[config.mk]
export PLATFORM = sky130hd
export DESIGN_NAME = clipped_alpha_test_blit
export DESIGN_NICKNAME = d
export VERILOG_FILES = /design/src/rtl/core/cablt_pkg.sv /design/src/rtl/core/cablt_pos.sv /design/src/rtl/core/cablt_emit.sv /design/src/rtl/core/clipped_alpha_test_blit.sv
export SDC_FILE = /design/constraint.sdc
export NUM_CORES = 1
export LEC_CHECK = 0
export ABC_CLOCK_PERIOD_IN_PS = 9400
export BUFFER_PORTS_ARGS = -buffer_cell sky130_fd_sc_hd__buf_4
export CORE_MARGIN = 8
export CORE_UTILIZATION = 55
export DETAILED_ROUTE_END_ITERATION = 8
export GPL_TIMING_DRIVEN = 0
export HOLD_SLACK_MARGIN = 0.1
export PLACE_DENSITY_LB_ADDON = 0.15
export SYNTH_ARGS = -nofsm -noshare
export SYNTH_HDL_FRONTEND = slang
export SYNTH_SLANG_ARGS = --single-unit
[constraint.sdc]
create_clock -name clock -period 9.4 [get_ports clock]
set_input_delay 0.47 -clock clock [delete_from_list [all_inputs] [get_ports clock]]
set_output_delay 0.47 -clock clock [all_outputs]
set_load 0.005 [all_outputs]
[src/rtl/core/cablt_pkg.sv]
// ----------------------------------------------------------------------------
// cablt_pkg
// Shared widths, register indexes and the configuration struct of the
// clipped alpha-test blitter.
// ----------------------------------------------------------------------------
package cablt_pkg;

   localparam int MaxDimDefault = 4096;

   localparam int PixelW   = 32;
   localparam int AddrW    = 24;
   localparam int DimW     = 13;
   localparam int PosW     = 14;
   localparam int AlignW   = 12;
   localparam int AlphaLsb = 24;
   localparam int AlphaW   = 8;
   localparam int ProdW    = 2 * DimW;
   localparam int CsrIdxW  = 3;
   localparam int CsrDataW = 14;

   localparam logic [CsrIdxW-1:0] CsrDestWidth    = 3'd0;
   localparam logic [CsrIdxW-1:0] CsrDestHeight   = 3'd1;
   localparam logic [CsrIdxW-1:0] CsrBitmapWidth  = 3'd2;
   localparam logic [CsrIdxW-1:0] CsrBitmapHeight = 3'd3;
   localparam logic [CsrIdxW-1:0] CsrPosX         = 3'd4;
   localparam logic [CsrIdxW-1:0] CsrPosY         = 3'd5;
   localparam logic [CsrIdxW-1:0] CsrAlignX       = 3'd6;
   localparam logic [CsrIdxW-1:0] CsrAlignY       = 3'd7;

   typedef struct packed {
      logic [DimW-1:0]   dest_width;
      logic [DimW-1:0]   dest_height;
      logic [DimW-1:0]   bitmap_width;
      logic [DimW-1:0]   bitmap_height;
      logic [PosW-1:0]   pos_x;
      logic [PosW-1:0]   pos_y;
      logic [AlignW-1:0] align_x;
      logic [AlignW-1:0] align_y;
   } cfg_type;

   function automatic int cnt_width(input int max_dim);
      return $clog2(max_dim);
   endfunction

   function automatic int off_width(input int max_dim);
      int w;
      w = $clog2(max_dim) + 1;
      if (w < PosW) begin
         w = PosW;
      end
      return w + 2;
   endfunction

endpackage

[src/rtl/core/cablt_pos.sv]
// ----------------------------------------------------------------------------
// cablt_pos
// Input stage: column and row counters with wrap at the bitmap size, and the
// destination offset of each accepted pixel.
// ----------------------------------------------------------------------------
module cablt_pos #(
   parameter int MAX_DIM = cablt_pkg::MaxDimDefault
) (
   input  logic                                   clock,
   input  logic                                   reset,
   input  cablt_pkg::cfg_type                     cfg,
   input  logic                                   req_valid,
   output logic                                   req_ready,
   input  logic [cablt_pkg::PixelW-1:0]           req_source_pixel,
   input  logic                                   down_ready,
   output logic                                   pos_valid,
   output logic [cablt_pkg::PixelW-1:0]           pos_pixel,
   output logic [cablt_pkg::off_width(MAX_DIM)-1:0] pos_dx,
   output logic [cablt_pkg::off_width(MAX_DIM)-1:0] pos_dy
);

   localparam int CntW  = cablt_pkg::cnt_width(MAX_DIM);
   localparam int OffW  = cablt_pkg::off_width(MAX_DIM);
   localparam int SizeW = (CntW + 1 > cablt_pkg::DimW) ? CntW + 1 : cablt_pkg::DimW;

   logic [SizeW-1:0]             bw;
   logic [SizeW-1:0]             bh;
   logic [CntW-1:0]              col_ff, col_in, col_eff;
   logic [CntW-1:0]              row_ff, row_in, row_eff;
   logic [SizeW-1:0]             col_inc, row_inc;
   logic                         col_wrap;
   logic                         valid_ff, valid_in;
   logic [cablt_pkg::PixelW-1:0] pixel_ff;
   logic [OffW-1:0]              dx_ff, dx_in, dy_ff, dy_in;
   logic                         accept;

   always_comb begin
      bw = SizeW'(cfg.bitmap_width);
      bh = SizeW'(cfg.bitmap_height);
      if (cfg.bitmap_width == '0) begin
         bw = SizeW'(1);
      end else if (SizeW'(cfg.bitmap_width) > SizeW'(MAX_DIM)) begin
         bw = SizeW'(MAX_DIM);
      end
      if (cfg.bitmap_height == '0) begin
         bh = SizeW'(1);
      end else if (SizeW'(cfg.bitmap_height) > SizeW'(MAX_DIM)) begin
         bh = SizeW'(MAX_DIM);
      end
   end

   assign req_ready = !valid_ff || down_ready;
   assign accept    = req_valid && req_ready;

   always_comb begin
      col_eff  = (SizeW'(col_ff) >= bw) ? '0 : col_ff;
      row_eff  = (SizeW'(row_ff) >= bh) ? '0 : row_ff;
      col_inc  = SizeW'(col_eff) + SizeW'(1);
      col_wrap = col_inc >= bw;
      col_in   = col_wrap ? '0 : col_inc[CntW-1:0];
      row_inc  = SizeW'(row_eff) + (col_wrap ? SizeW'(1) : SizeW'(0));
      row_in   = (row_inc >= bh) ? '0 : row_inc[CntW-1:0];
      dx_in    = {{(OffW - cablt_pkg::PosW){cfg.pos_x[cablt_pkg::PosW-1]}}, cfg.pos_x}
                 - OffW'(cfg.align_x) + OffW'(col_eff);
      dy_in    = {{(OffW - cablt_pkg::PosW){cfg.pos_y[cablt_pkg::PosW-1]}}, cfg.pos_y}
                 - OffW'(cfg.align_y) + OffW'(row_eff);
      valid_in = accept || (valid_ff && !down_ready);
   end

   always_ff @(posedge clock) begin
      if (reset) begin
         valid_ff <= 1'b0;
         col_ff   <= '0;
         row_ff   <= '0;
      end else begin
         valid_ff <= valid_in;
         if (accept) begin
            col_ff <= col_in;
            row_ff <= row_in;
         end
      end
   end

   always_ff @(posedge clock) begin
      if (accept) begin
         pixel_ff <= req_source_pixel;
         dx_ff    <= dx_in;
         dy_ff    <= dy_in;
      end
   end

   assign pos_valid = valid_ff;
   assign pos_pixel = pixel_ff;
   assign pos_dx    = dx_ff;
   assign pos_dy    = dy_ff;

endmodule

[src/rtl/core/cablt_emit.sv]
// ----------------------------------------------------------------------------
// cablt_emit
// Output stage: clip against the destination, drop transparent pixels and
// form the linear destination address into the result register.
// ----------------------------------------------------------------------------
module cablt_emit #(
   parameter int MAX_DIM = cablt_pkg::MaxDimDefault
) (
   input  logic                                   clock,
   input  logic                                   reset,
   input  cablt_pkg::cfg_type                     cfg,
   input  logic                                   pos_valid,
   output logic                                   pos_ready,
   input  logic [cablt_pkg::PixelW-1:0]           pos_pixel,
   input  logic [cablt_pkg::off_width(MAX_DIM)-1:0] pos_dx,
   input  logic [cablt_pkg::off_width(MAX_DIM)-1:0] pos_dy,
   output logic                                   rsp_valid,
   input  logic                                   rsp_ready,
   output logic [cablt_pkg::AddrW-1:0]            rsp_dest_address,
   output logic [cablt_pkg::PixelW-1:0]           rsp_pixel_value
);

   localparam int OffW = cablt_pkg::off_width(MAX_DIM);
   localparam int DimW = cablt_pkg::DimW;

   logic                           take;
   logic                           keep;
   logic [cablt_pkg::AlphaW-1:0]   alpha;
   logic [cablt_pkg::ProdW-1:0]    addr_full;
   logic                           valid_ff, valid_in;
   logic [cablt_pkg::AddrW-1:0]    addr_ff;
   logic [cablt_pkg::PixelW-1:0]   pixel_ff;

   assign take      = !valid_ff || rsp_ready;
   assign pos_ready = take;

   always_comb begin
      alpha     = pos_pixel[cablt_pkg::AlphaLsb +: cablt_pkg::AlphaW];
      keep      = pos_valid && !pos_dx[OffW-1] && !pos_dy[OffW-1]
                  && (pos_dx < OffW'(cfg.dest_width))
                  && (pos_dy < OffW'(cfg.dest_height))
                  && (alpha != '0);
      addr_full = cablt_pkg::ProdW'(pos_dy[DimW-1:0]) * cablt_pkg::ProdW'(cfg.dest_width)
                  + cablt_pkg::ProdW'(pos_dx[DimW-1:0]);
      valid_in  = take ? keep : valid_ff;
   end

   always_ff @(posedge clock) begin
      if (reset) begin
         valid_ff <= 1'b0;
      end else begin
         valid_ff <= valid_in;
      end
   end

   always_ff @(posedge clock) begin
      if (take && keep) begin
         addr_ff  <= addr_full[cablt_pkg::AddrW-1:0];
         pixel_ff <= pos_pixel;
      end
   end

   assign rsp_valid        = valid_ff;
   assign rsp_dest_address = addr_ff;
   assign rsp_pixel_value  = pixel_ff;

endmodule

[src/rtl/core/clipped_alpha_test_blit.sv]
// ----------------------------------------------------------------------------
// clipped_alpha_test_blit
// Clipped, alpha-tested bitmap blitter.
//
// Feed bitmap ARGB pixels in raster order on the req_ channel, one per
// transfer. A column and a row counter follow the source position and wrap
// at the bitmap size. Each pixel that lands inside the destination buffer
// and has nonzero alpha leaves on the rsp_ channel as one write: its linear
// destination address and the unchanged pixel. Other pixels are dropped.
// Program the csr_ registers only while the block is idle.
// A pixel goes from the req_ transfer into an input register, which holds
// the pixel and its destination offset, and then into a result register,
// which holds the write that rsp_valid announces. Throughput is one pixel
// per cycle while the receiver does not stall; the single address
// multiply sits in the result stage.
// Reset clears the counters, empties both stages and returns the registers
// to a 1x1 destination and bitmap at position zero. When the receiver
// stalls, the result register holds and req_ready falls once the input
// register is full as well.
// ----------------------------------------------------------------------------
module clipped_alpha_test_blit #(
   parameter int MAX_DIM = cablt_pkg::MaxDimDefault
) (
   input  logic                             clock,
   input  logic                             reset,
   input  logic                             csr_we,
   input  logic [cablt_pkg::CsrIdxW-1:0]    csr_index,
   input  logic [cablt_pkg::CsrDataW-1:0]   csr_wdata,
   input  logic                             req_valid,
   output logic                             req_ready,
   input  logic [cablt_pkg::PixelW-1:0]     req_source_pixel,
   output logic                             rsp_valid,
   input  logic                             rsp_ready,
   output logic [cablt_pkg::AddrW-1:0]      rsp_dest_address,
   output logic [cablt_pkg::PixelW-1:0]     rsp_pixel_value
);

   localparam int OffW = cablt_pkg::off_width(MAX_DIM);

   cablt_pkg::cfg_type           cfg_ff, cfg_in;
   logic                         pos_valid;
   logic                         pos_ready;
   logic [cablt_pkg::PixelW-1:0] pos_pixel;
   logic [OffW-1:0]              pos_dx;
   logic [OffW-1:0]              pos_dy;

   always_comb begin
      cfg_in = cfg_ff;
      if (csr_we) begin
         case (csr_index)
            cablt_pkg::CsrDestWidth: begin
               cfg_in.dest_width = csr_wdata[cablt_pkg::DimW-1:0];
            end
            cablt_pkg::CsrDestHeight: begin
               cfg_in.dest_height = csr_wdata[cablt_pkg::DimW-1:0];
            end
            cablt_pkg::CsrBitmapWidth: begin
               cfg_in.bitmap_width = csr_wdata[cablt_pkg::DimW-1:0];
            end
            cablt_pkg::CsrBitmapHeight: begin
               cfg_in.bitmap_height = csr_wdata[cablt_pkg::DimW-1:0];
            end
            cablt_pkg::CsrPosX: begin
               cfg_in.pos_x = csr_wdata[cablt_pkg::PosW-1:0];
            end
            cablt_pkg::CsrPosY: begin
               cfg_in.pos_y = csr_wdata[cablt_pkg::PosW-1:0];
            end
            cablt_pkg::CsrAlignX: begin
               cfg_in.align_x = csr_wdata[cablt_pkg::AlignW-1:0];
            end
            cablt_pkg::CsrAlignY: begin
               cfg_in.align_y = csr_wdata[cablt_pkg::AlignW-1:0];
            end
            default: begin
               cfg_in = cfg_ff;
            end
         endcase
      end
   end

   always_ff @(posedge clock) begin
      if (reset) begin
         cfg_ff.dest_width    <= cablt_pkg::DimW'(1);
         cfg_ff.dest_height   <= cablt_pkg::DimW'(1);
         cfg_ff.bitmap_width  <= cablt_pkg::DimW'(1);
         cfg_ff.bitmap_height <= cablt_pkg::DimW'(1);
         cfg_ff.pos_x         <= '0;
         cfg_ff.pos_y         <= '0;
         cfg_ff.align_x       <= '0;
         cfg_ff.align_y       <= '0;
      end else begin
         cfg_ff <= cfg_in;
      end
   end

   cablt_pos #(
      .MAX_DIM (MAX_DIM)
   ) u_pos (
      .clock            (clock),
      .reset            (reset),
      .cfg              (cfg_ff),
      .req_valid        (req_valid),
      .req_ready        (req_ready),
      .req_source_pixel (req_source_pixel),
      .down_ready       (pos_ready),
      .pos_valid        (pos_valid),
      .pos_pixel        (pos_pixel),
      .pos_dx           (pos_dx),
      .pos_dy           (pos_dy)
   );

   cablt_emit #(
      .MAX_DIM (MAX_DIM)
   ) u_emit (
      .clock            (clock),
      .reset            (reset),
      .cfg              (cfg_ff),
      .pos_valid        (pos_valid),
      .pos_ready        (pos_ready),
      .pos_pixel        (pos_pixel),
      .pos_dx           (pos_dx),
      .pos_dy           (pos_dy),
      .rsp_valid        (rsp_valid),
      .rsp_ready        (rsp_ready),
      .rsp_dest_address (rsp_dest_address),
      .rsp_pixel_value  (rsp_pixel_value)
   );

endmodule
# [After elaboration in Yosys (flattened, before gate mapping)]
# Cells that the tools add are included.
[totals] input_bits=54 out_inout_bits=58 latchBits=0 mem_bits_rw=0 elab_cells=77 romBits=0 regBits=250 mem_count=0
[op_classes] eq_ne=7 mux=9 reduce_logical=28 magnitude_cmp=8 div=0 n_shift=0 addsub=7 mul=1 bitwise=0
[ops] operator="2-to-1 mux 13 bit" count=4
[ops] operator="2-to-1 mux 12 bit" count=4
[ops] operator="adder 16 x 12 -> 16 bit" count=2
[ops] operator="less-than comparator 16 x 13 -> 1 bit" count=2
[ops] operator="subtractor 14 x 13 -> 15 bit" count=2
[ops] operator="greater-or-equal comparator 12 x 13 -> 1 bit" count=2
[ops] operator="greater-or-equal comparator 13 bit" count=2
[ops] operator="> comparator 13 bit, second input constant" count=2
[ops] operator="zero test 13 bit" count=2
[ops] operator="adder 24 x 13 -> 24 bit" count=1
[ops] operator="multiplier 13 x 13 -> 24 bit" count=1
[ops] operator="AND reduction 2 bit" count=8
[ops] operator="adder 12 x 1 -> 13 bit, second input constant" count=1
[ops] operator="adder 12 x 13 -> 13 bit" count=1
[ops] operator="equality test 3 bit, second input constant" count=4
[ops] operator="logical AND 1 bit" count=8
[ops] operator="nonzero test 8 bit" count=1
[ops] operator="equality test 3 x 2 -> 1 bit, second input constant" count=2
[ops] operator="zero test 1 bit" count=5
[ops] operator="equality test 3 x 1 -> 1 bit, second input constant" count=1
[ops] operator="zero test 3 bit" count=1
[ops] operator="logical OR 1 bit" count=3
[ops] operator="2-to-1 mux 1 bit" count=1

# [Logic depth before layout (Yosys ltp)]
[logic_depth] ltp_word=11 mapped_depth=41

# [By module]
# A second synthesis with hierarchy kept.
[hier_totals] hier_cells=1910 area_unflattened_um2=19197.2
[modules_own_cells] mod="cablt_emit" n_inst=1 seq_area_each_um2=1701.6 area_each_um2=8269.2 cells_per_inst=839
[modules_own_cells] mod="cablt_pos" n_inst=1 seq_area_each_um2=2422.3 area_each_um2=6786.5 cells_per_inst=694
[modules_own_cells] mod="clipped_alpha_test_blit" n_inst=1 seq_area_each_um2=2082.0 area_each_um2=4141.5 cells_per_inst=377

# [Worst setup path before layout]
# Ideal clock, no wire load.
[synth_timing] kind="flip-flop to flip-flop" startpoint="register cfg_ff[77] (netlist name)" endpoint="register u_pos.row_ff[8]" n_path_buf=3 synth_period_minus_slack_ns=7.193 path_stages_with_launch=39 t_required_ns=9.326 setup_slack_ns=2.207 t_arrival_ns=7.119 cell_sequence="dfxtp_1 > inv_1 > clkbuf_1 > nand2_1 > ha_1 > or3_1 > a221oi_2 > o22ai_2 > clkbuf_1 > nor2b_1 > ha_1 > nand3_1 > nor2_1 > nand3_1 > and2_1 > o21ba_2 > ha_1 > o21ai_0 > [3 not listed] > nor2_1 > inv_1 > ha_1 > ha_1 > nand3_1 > nor2_1 > nand3_1 > xor2_1 > nor2_1 > ha_1 > and4_1 > a211oi_1 > a31oi_1 > nor3_1 > and3_4 > buf_6 > a41oi_1 > a31oi_1"
[synth_between] elab_chain_cells=11
[synth_rtl] item="start: declaration" line_no="clipped_alpha_test_blit.sv:40" text="cablt_pkg::cfg_type cfg_ff, cfg_in;"
[synth_rtl] item="start signal: assignment" line_no="clipped_alpha_test_blit.sv:93" text="cfg_ff <= cfg_in;"
[synth_rtl] item="> comparator 13 bit" line_no="cablt_pos.sv:42" text="end else if (SizeW'(cfg.bitmap_width) > SizeW'(MAX_DIM)) begin"
[synth_rtl] item="2-to-1 mux 13 bit" line_no="cablt_pos.sv:42"
[synth_rtl] item="2-to-1 mux 13 bit *" line_no="cablt_pos.sv:40" text="if (cfg.bitmap_width == '0) begin"
[synth_rtl] item="greater-or-equal comparator 12 x 13 -> 1 bit" line_no="cablt_pos.sv:56" text="col_eff = (SizeW'(col_ff) >= bw) ? '0 : col_ff;"
[synth_rtl] item="2-to-1 mux 12 bit" line_no="cablt_pos.sv:56"
[synth_rtl] item="adder 12 x 1 -> 13 bit" line_no="cablt_pos.sv:58" text="col_inc = SizeW'(col_eff) + SizeW'(1);"
[synth_rtl] item="greater-or-equal comparator 13 bit *" line_no="cablt_pos.sv:59" text="col_wrap = col_inc >= bw;"
[synth_rtl] item="2-to-1 mux 1 bit *" line_no="cablt_pos.sv:61" text="row_inc = SizeW'(row_eff) + (col_wrap ? SizeW'(1) : SizeW'(0));"
[synth_rtl] item="adder 12 x 13 -> 13 bit *" line_no="cablt_pos.sv:61"
[synth_rtl] item="greater-or-equal comparator 13 bit" line_no="cablt_pos.sv:62" text="row_in = (row_inc >= bh) ? '0 : row_inc[CntW-1:0];"
[synth_rtl] item="2-to-1 mux 12 bit *" line_no="cablt_pos.sv:62"
[synth_rtl] item="end signal: assignment" line_no="cablt_pos.sv:79" text="row_ff <= row_in;"
[synth_rtl] item="end: declaration" line_no="cablt_pos.sv:29" text="logic [CntW-1:0] row_ff, row_in, row_eff;"
# Mark *: on every way between the ends. The rest lies on a longest branch, timed or not.
# A chain may end at the register's enable or synchronous reset.

# [Worst setup path after layout]
[layout_timing] startpoint="register cfg_ff[77] (netlist name)" endpoint="register u_pos.row_ff[6]"
# Same word-level chain as after synthesis.

==> results.cfg <==
[setup_path]
crit_fanout = 10
regToRegStartpoint = cfg_ff[77]
cpPeakStageDelay_ps = 470
startpoint_type = register
arrival_ps = 9270
setup.worst_path.start = cfg_ff[77]
slowest_stage = o31ai_1
crit_top_cell = ha_1
end_kind = register
critPathKind = reg2reg
required_ps = 9880

[synth]
avgSynthCellArea_sq_um = 9.13
synth_top_area_cell = edfxtp_1
synth_top_area_share_pct = 19.1
synth_cells = 2067
synthTopCellsByArea = edfxtp_1 (19%), fa_1 (14%), dfxtp_1 (14%)
ys_seq_area_share_pct = 32.9
yosysUniqueCellTypes = 72
ys.warnings.count = 0
synth_edf_count = 120
ys_seq_elements = 250
synth_area_sq_um = 18900
ys.flop_type = dfxtp_1
synthArstFlopShare_pct = 0
synth_nets = 2458

[clock_network]
cts_tree = yes
cts_htree_levels = 1
clock_latency_ps = 570
cts_made_buffers = 29
cts_buffer_depth = 3
clock-sinks = 250
cts_root_buf = clkbuf_16
clkTransAtPathRegs_ps = 60

[routing]
drcViolationCount = 0
first_pass_iters = 5
wl_um = 46300
vias = 14700
drtIter0Drc = 982
wl_per_cell_um = 17.1
detail-route-antenna-nets = 0
vias_per_cell = 5.42

[floorplan]
ios = 112
die_w_um = 201
core_area_sq_um = 34100
die_area_sq_um = 40500
initial_core_util_pct = 55.3
dieHeight_um = 201
rows = 68

[grt]
grt_max_degree = 44
overflow = 0
grt_first_pass_wirelength_um = 76000
grt_pass1_vias = 14900
antenna_found_initial = 0
track_usage_pct = 22.9

[worst_hold_path]
hold_start = req_valid
hold_path.class = in2reg

[timing]
setup_tns_ps = 0
fin_crit_sh_pct = 93.5
drv_slew = 0
relSlewSlack_pct = 48.9
hold_viol = 0
worst_slew_pin_slew_ps = 765
min_period_ps = 8790
clock_skew_ps = 9.50
final-setup-viol-count = 0
fmax_ghz = 0.114
grt_setup_unrepaired = false

[pwr]
p_leak_nw = 9.15
vdd_ir_drop_max_mv = 0.152
p_per_area_nw_per_um2 = 139

[place]
port_buffers = 96
dpl.hpwl_um = 36500
finalWeightedCongestion = 0.921
dp_cells = 2620

[final_layout]
final_nets = 2619
layout_common_cells = nand2_1 (393), inv_1 (227), ha_1 (204), a21oi_1 (177), fa_1 (133)
fin_cells = 2706
syn2layout_area_growth_pct = 13.5
final_layout_size_suffix_gt1_share_pct = 8.26
diodes = 0
final_common_cell = nand2_1

[flow_run]
maxCapViolCount = 0

[status]
run_status = finished clean
-- state kept, by name, summed over array words and instances (netlist names) --
register and flops:
cfg_ff 104, u_emit.rsp_dest_address 24, u_emit.rsp_pixel_value 32, u_emit.rsp_valid 1
u_pos.col_ff 12, u_pos.pos_dx 16, u_pos.pos_dy 16, u_pos.pos_pixel 32
u_pos.pos_valid 1, u_pos.row_ff 12
-- power by group --
part | internal, mW | switching [mW]
clock network | 0.591 | 0.465
registers | 1.21 | 0.0367
logic | 0.278 | 0.394
total | 2.08 | 0.896
-- Yosys cell counts (all sizes together), types with 4 or more instances --
master / n
a21oi: 179
nor4: 14
inv: 228
o21ai: 53
and2: 78
nand2: 393
a21o: 24
a31oi: 24
xnor2: 57
nand3: 35
nor3: 21
and4: 5
fa: 133
nor2b: 34
a211oi: 9
dfxtp: 130
edfxtp: 120
or3: 4
a41oi: 4
nand4: 14
buf: 10
nand2b: 22
or2: 4
a211o: 4
clkbuf: 73
o21ba: 5
o2111ai: 5
nor2: 87
xor2: 21
and3: 13
ha: 204
o21a: 18
-- worst max-delay path: cells and delay by family (launching register included) --
kind / cells / cell delay [ps]
buffers and inverters: 5 / 1080
xor gates and xnor gates: 2 / 360
DFF: 1 / 360
AOI/OAI and AO/OA: 7 / 1670
adders and majority gates: 6 / 1540
and+or+nand+nor: 17 / 3680
-- kinds of logic after synthesis --
group                    Yosys count  share of synthesized area (%)
AO/OA/AOI/OAI                    356                           11.4
multiplexers                       1                         0.0531
AND/OR/NAND/NOR                  734                           17.9
adder cells (fa/ha/maj)          337                           27.6
flip-flops                       250                           32.9
XOR/XNOR                          78                           3.66
buffers and inverters            311                           6.37
-- metal layers --
layer / vias to the layer above / track usage [%] / wire [um]
met5: - / 0 / 0
met4: 0 / 5.84 / 873
met3: 63 / 3.39 / 2330
met2: 352 / 41.2 / 23200
met1: 7038 / 28.4 / 19900
li1: 7224 / - / -
-- worst paths after layout --
path                                             endpoint  slack, ps  cells after the start
worst min register to register  u_emit.rsp_pixel_value[8]        420                      0
worst max-delay path                      u_pos.row_ff[6]        610                     37
worst min-delay path                      u_pos.pos_valid        120                      3
worst max register to register            u_pos.row_ff[6]        610                     37
-- timing repair --
action	CTS	global route
buffers inserted	0	0
hold buffers	32	0
endpoints found under the hold margin	32	0
resized for setup	0	1
endpoints found under the setup margin	0	9
-- per-stage QoR --
| step | setup WS, ps | utilization, % | power [mW] | hold slack [ps] | cell area, sq um |
|---|---|---|---|---|---|
| 6_report | 613 | 62.8 | 2.97 | 122 | 21400 |
| 5_1_grt | 13.7 | 62.8 | 3.12 | 106 | 21400 |
| 4_1_cts | 542 | 62.8 | 2.99 | 101 | 21400 |
| 3_5_place_dp | 624 | 59.2 | 1.92 | 405 | 20200 |
| 3_3_place_gp | 684 | 59.1 | 1.90 | 400 | 20200 |
| 2_1_floorplan | 2210 | - | 1.75 | 400 | 18900 |
-- area by class of cell --
| class | instances | area, sq um |
|---|---|---|
| Buffer | 83 | 345 |
| Clock buffer | 38 | 783 |
| Clock inverter | 16 | 105 |
| Fill cell | 2870 | 12700 |
| Inverter | 228 | 856 |
| Multi-Input combinational cell | 1506 | 11500 |
| Sequential cell | 250 | 6210 |
| Tap cell | 455 | 569 |
| Timing Repair Buffer | 130 | 1080 |
Power figures use the tool's default switching activity.
